<file path="config.mk">
export PLATFORM = sky130hd
export DESIGN_NAME = vdi_ctrl
export DESIGN_NICKNAME = d
export VERILOG_FILES = /design/src/hw/rtl/vdi_pkg.sv /design/src/hw/rtl/vdi_ctrl.sv
export SDC_FILE = /design/constraint.sdc
export NUM_CORES = 1
export LEC_CHECK = 0
export BUFFER_PORTS_ARGS = -buffer_cell sky130_fd_sc_hd__buf_2
export CORE_AREA = 2 2 39 41
export CTS_BUF_LIST = sky130_fd_sc_hd__clkbuf_16
export CTS_CLUSTER_SIZE = 14
export DETAILED_ROUTE_END_ITERATION = 6
export DIE_AREA = 0 0 41 43
export HOLD_SLACK_MARGIN = 0.05
export PLACE_DENSITY = 0.36
export SLEW_MARGIN = 20
export SYNTH_ARGS = -nofsm -noshare
export SYNTH_HDL_FRONTEND = slang
export SYNTH_SLANG_ARGS = --single-unit
</file>
<file path="constraint.sdc">
create_clock -name clock -period 1.1 [get_ports clock]
set_input_delay 0.11 -clock clock [delete_from_list [all_inputs] [get_ports clock]]
set_output_delay 0.11 -clock clock [all_outputs]
set_load 0.01 [all_outputs]
</file>
<file path="src/hw/rtl/vdi_pkg.sv">
// Shared constants, types and controller/datapath signal groups for the
// vertex deduplication indexer. No dependencies.
package vdi_pkg;

   localparam int TABLE_DEPTH = 1024;
   localparam int IDX_W       = $clog2(TABLE_DEPTH);
   localparam int CNT_W       = IDX_W + 1;
   localparam int ATTR_W      = 32;
   localparam int KEY_W       = 8 * ATTR_W;
   localparam int OUT_IDX_W   = 10;
   localparam int IDX_EXT_W   = (CNT_W > OUT_IDX_W) ? CNT_W : OUT_IDX_W;

   typedef enum logic [2:0] {
      ST_IDLE = 3'b001,
      ST_SCAN = 3'b010,
      ST_RESP = 3'b100
   } state_type;

   typedef struct packed {
      logic load;
      logic scan;
      logic finish_hit;
      logic finish_miss;
   } cmd_type;

   typedef struct packed {
      logic hit;
      logic scan_done;
   } status_type;

endpackage

</file>
<file path="src/hw/rtl/vdi_ctrl.sv">
// Controller state machine: takes a vertex word, runs the table scan and
// holds the result word until it is taken. Depends on vdi_pkg.
module vdi_ctrl import vdi_pkg::*; (
   input  logic       clock,
   input  logic       reset,
   input  logic       req_valid,
   output logic       req_ready,
   output logic       rsp_valid,
   input  logic       rsp_ready,
   input  status_type status,
   output cmd_type    cmd
);

   state_type state_ff, state_in;

   assign req_ready = (state_ff == ST_IDLE);
   assign rsp_valid = (state_ff == ST_RESP);

   always_comb begin
      state_in = state_ff;
      cmd      = '0;
      unique case (state_ff)
         ST_IDLE: begin
            if (req_valid) begin
               cmd.load = 1'b1;
               state_in = ST_SCAN;
            end
         end
         ST_SCAN: begin
            cmd.scan = 1'b1;
            if (status.hit) begin
               cmd.finish_hit = 1'b1;
               state_in       = ST_RESP;
            end else if (status.scan_done) begin
               cmd.finish_miss = 1'b1;
               state_in        = ST_RESP;
            end
         end
         ST_RESP: begin
            if (rsp_ready) begin
               state_in = ST_IDLE;
            end
         end
         default: begin
            state_in = ST_IDLE;
         end
      endcase
   end

   always_ff @(posedge clock) begin
      if (reset) begin
         state_ff <= ST_IDLE;
      end else begin
         state_ff <= state_in;
      end
   end

endmodule

</file>
# Yosys cells after proc, flatten, opt, wreduce, memory -nomap -nowiden
# Cells that the tools add are included.
[op_classes] n_eq_ne=6 mux=11 n_reduce_logical=1
[op_table] operator="$mux 3" n=5
[op_table] operator="$pmux 3 s3" n=1
[op_table] operator="$mux 1" n=5
[op_table] operator="$eq 3x1->1 const B" n=1
[op_table] operator="$eq 3x2->1 const B" n=1
[op_table] operator="$eq 3x3->1 const B" n=1
[op_table] operator="$ne 3x3->1 const B" n=1
[op_table] operator="$reduce_and 3->1" n=1
[op_table] operator="$ne 2x1->1 const B" n=1
[op_table] operator="$ne 2x2->1 const B" n=1
[word_totals] reg_bits=3 in_bits=6 out_inout_bits=6 word_cells=19

# Longest topological paths before layout
[logic_depth] depth_word=3 ltp_mapped=4 depth_no_buf=3

# Least setup slack after synthesis
# OpenSTA, ideal clock, no wires.
[synth_path] path_kind="flip-flop to output port" startpoint="register state_ff[2]" endpoint="output port cmd[0] in the netlist's numbering" arrival_time_ns=0.963 required_ns=0.990 slack_ns=0.027 path_stages_with_launch=3 n_path_buf=0 path_cell_list="dfxtp_1 > nand2b_2 > nor4b_1"
[synth_rtl] element="start, declared" line="vdi_ctrl.sv:14" source="state_type state_ff, state_in;"
[synth_rtl] element="start signal, assigned" line="vdi_ctrl.sv:54" source="state_ff <= state_in;"
[synth_rtl] element="end, declared" line="vdi_ctrl.sv:11" source="output cmd_type cmd"

==> out/metrics.cfg <==
[detailed_routing]
drc=0
dr.pass1.iters=2
viasPerCell=4.321
drt_iter0_markers=1
ant_nets=0
wl_per_cell_um=11.25
vias=242
drt_wl_total_um=630

[timing]
fin_skew_ns=0.0003710
finalSetupViolCount=4
finalCritPeriodShare=1.085
hold_viol_final=0
grt_setup_unrepaired=yes
clock.fmax_ghz=0.8375
drv_slew=0
fin_crit_ns=1.194
fin_ws_ns=-0.09405
worst_pin_slew_ns=0.1796
relSlewSlack=0.8798

[logic_synthesis]
synth_common_cells=3 x dfxtp_1, 2 x nor3b_1, 2 x nor4b_1, 2 x o21bai_1
postSynthCellCount=20
synth-simple-area-share=0.4051
synth_ff_type=dfxtp_1
synth_top_family_by_area=simple AND/OR/NAND/NOR gates
synth_adder_area_share=0
synth_top_cell_by_area=dfxtp_1
synth.avg_cell_area_um2=9.885
synth_most_common_cell=dfxtp_1
synth_cell_types=15
synth-xor-area-share=0
synth_top_cell_area_share=0.3038
synth_edf_count=0
ys_seq_area_frac=0.3038
synth_compound_area_frac=0.2152
synth-seq-cells=3
netlist_area_um2=197.7
ys_top_cells_by_area=dfxtp_1 30%, nor4b_1 8.9%, nor3b_1 7.6%, o21bai_1 7.6%, a211oi_2 6.3%
syn-num-nets=26
muxShareOfSynthArea=0
yosysWarningCount=0
synth-async-reset-ratio=0

[grt]
grt_pass1_wl_um=959
grt_start_max_net_pins=7
antenna_found_initial=0
grt_use_total=0.08717
first_global_vias=242
gr-total-overflow=0

[clock_tree]
clock-sinks=3
h-tree-depth=1
path_clk_slew_ns=0.03
cts-root-buf=clkbuf_16
clkLatencyLatePin_ns=0.22
cts_tree=done
cts_buffer_depth=2
numCtsBuffers=3

[pwr]
power_density_nw_per_um2=1690
peakVddDrop_mv=0.9491
p_leak_nw=0.2008
finalPower_uw=793.1

[setup_path]
crit_type=reg -> out
cpMaxStageDelayCell=dfxtp_2
crit_path_cell_trace=nand2b_4 > nor4b_4 > buf_2
crit_required_ns=0.99
end_kind=output port
rr_worst_depth=3
path_max_fanout=5
worstReg2RegStart=state_ff[2]
endpoint=cmd[0]
slowest_delay_ns=0.33
critical-path-top-delay-family=simple AND/OR/NAND/NOR gates
cp.depth=3
reg2reg_slack_ns=0.03
worstPathArrival_ns=1.08
crit_path_start=state_ff[2]
critPathBufInv=1
worstReg2RegEnd=state_ff[0]
crit_path_start_kind=flip-flop

[cells_and_area]
top_regs=state_ff x3
antennaDiodeCount=0
area_growth_pct=137.3
drive_above_1_share=0.8500
fin_area_um2=469.2
largest_reg_flops=3
fill_cells=148
largest-register=state_ff
layout.nets=47

[die]
coreArea_um2=1384
start_util=0.1429
num_rows=14
design.die.area_um2=1763
io_pins=12
die_x_um=41
fp.dieH_um=43

[run_status]
violations=setup timing
status=complete, but fails checks

[job]
drv_cap=0

[placement]
hpwl_um=402.3
placed_area_um2=276.5
io_buffers=11
gp_congestion=0.6297

[min_path]
hold_depth=2
hold_path.class=in -> reg

[cell families (layout without fill, tap and decap cells)]
logic type,after synthesis,after routing
buf+inv,2,22
compound gates,5,5
simple gates,10,10
flops,3,3
[final cells by class]
type	count	area [µm²]	area share
multi-input combinational	15	177.7	0.3787
timing repair buffer	17	120.1	0.2560
clock inverter	1	3.754	0.008000
inverter	1	3.754	0.008000
tap	16	20.02	0.04267
sequential	3	68.82	0.1467
clock buffer	3	75.07	0.1600
[placed cells by master, fill, tap and decap left out]
cell type | synthesis | routed
a211oi_2 | 1 | 1
a21oi_2 | 1 | 1
a31oi_1 | 1 | 1
and2_4 | 0 | 1
and4bb_2 | 1 | 1
buf_2 | 0 | 9
buf_4 | 0 | 4
buf_6 | 1 | 4
clkbuf_16 | 0 | 3
dfxtp_2 | 0 | 1
dfxtp_4 | 0 | 2
inv_1 | 1 | 2
nand2b_4 | 0 | 1
nor2_4 | 0 | 1
nor3_1 | 1 | 1
nor3b_2 | 0 | 2
nor4b_4 | 0 | 2
o21bai_1 | 2 | 2
or3b_4 | 1 | 1
[through the flow]
stage / instances / setup TNS (ns) / hold slack, ns / setup slack [ns] / util
detailed placement: 48 / -0.005112 / 0.3103 / -0.005112 / 0.1998
global route: 56 / -0.4485 / 0.08195 / -0.1592 / 0.3391
CTS: 54 / -0.2186 / 0.07148 / -0.1019 / 0.2920
finish: 56 / -0.1646 / 0.07303 / -0.09405 / 0.3391
floorplan: 20 / 0 / 0.1746 / 0.02686 / -
global placement: 48 / -0.0006252 / 0.3049 / -0.0006252 / 0.1998
[how the worst min path moves through the flow]
stage / slack, ns / start / endpoint
finish: 0.07 / reset / state_ff[2]
global route: 0.08 / reset / state_ff[2]
CTS: 0.07 / reset / state_ff[2]
detailed placement: 0.31 / reset / state_ff[2]
global placement: 0.30 / reset / state_ff[2]
floorplan: 0.17 / reset / state_ff[2]
[report_power, final]
group,total [mW],internal (mW),switching (mW)
combinational,0.102,0.0585,0.0436
sequential,0.128,0.115,0.0133
clock,0.563,0.468,0.0945
[what timing repair did]
item,4_1_cts,5_1_grt
resized for setup,10,12
hold buffers,0,0
pin swaps,1,7
setup buffers,2,2
setup endpoints to repair,6,7
[routing by layer]
layer  GRT usage  wire [µm]
met2      0.1188        291
met4      0.1000         25
met1     0.08946        255
met3     0.03141         58
met5           0          0
Note: power is estimated with default switching activity, not from simulation.
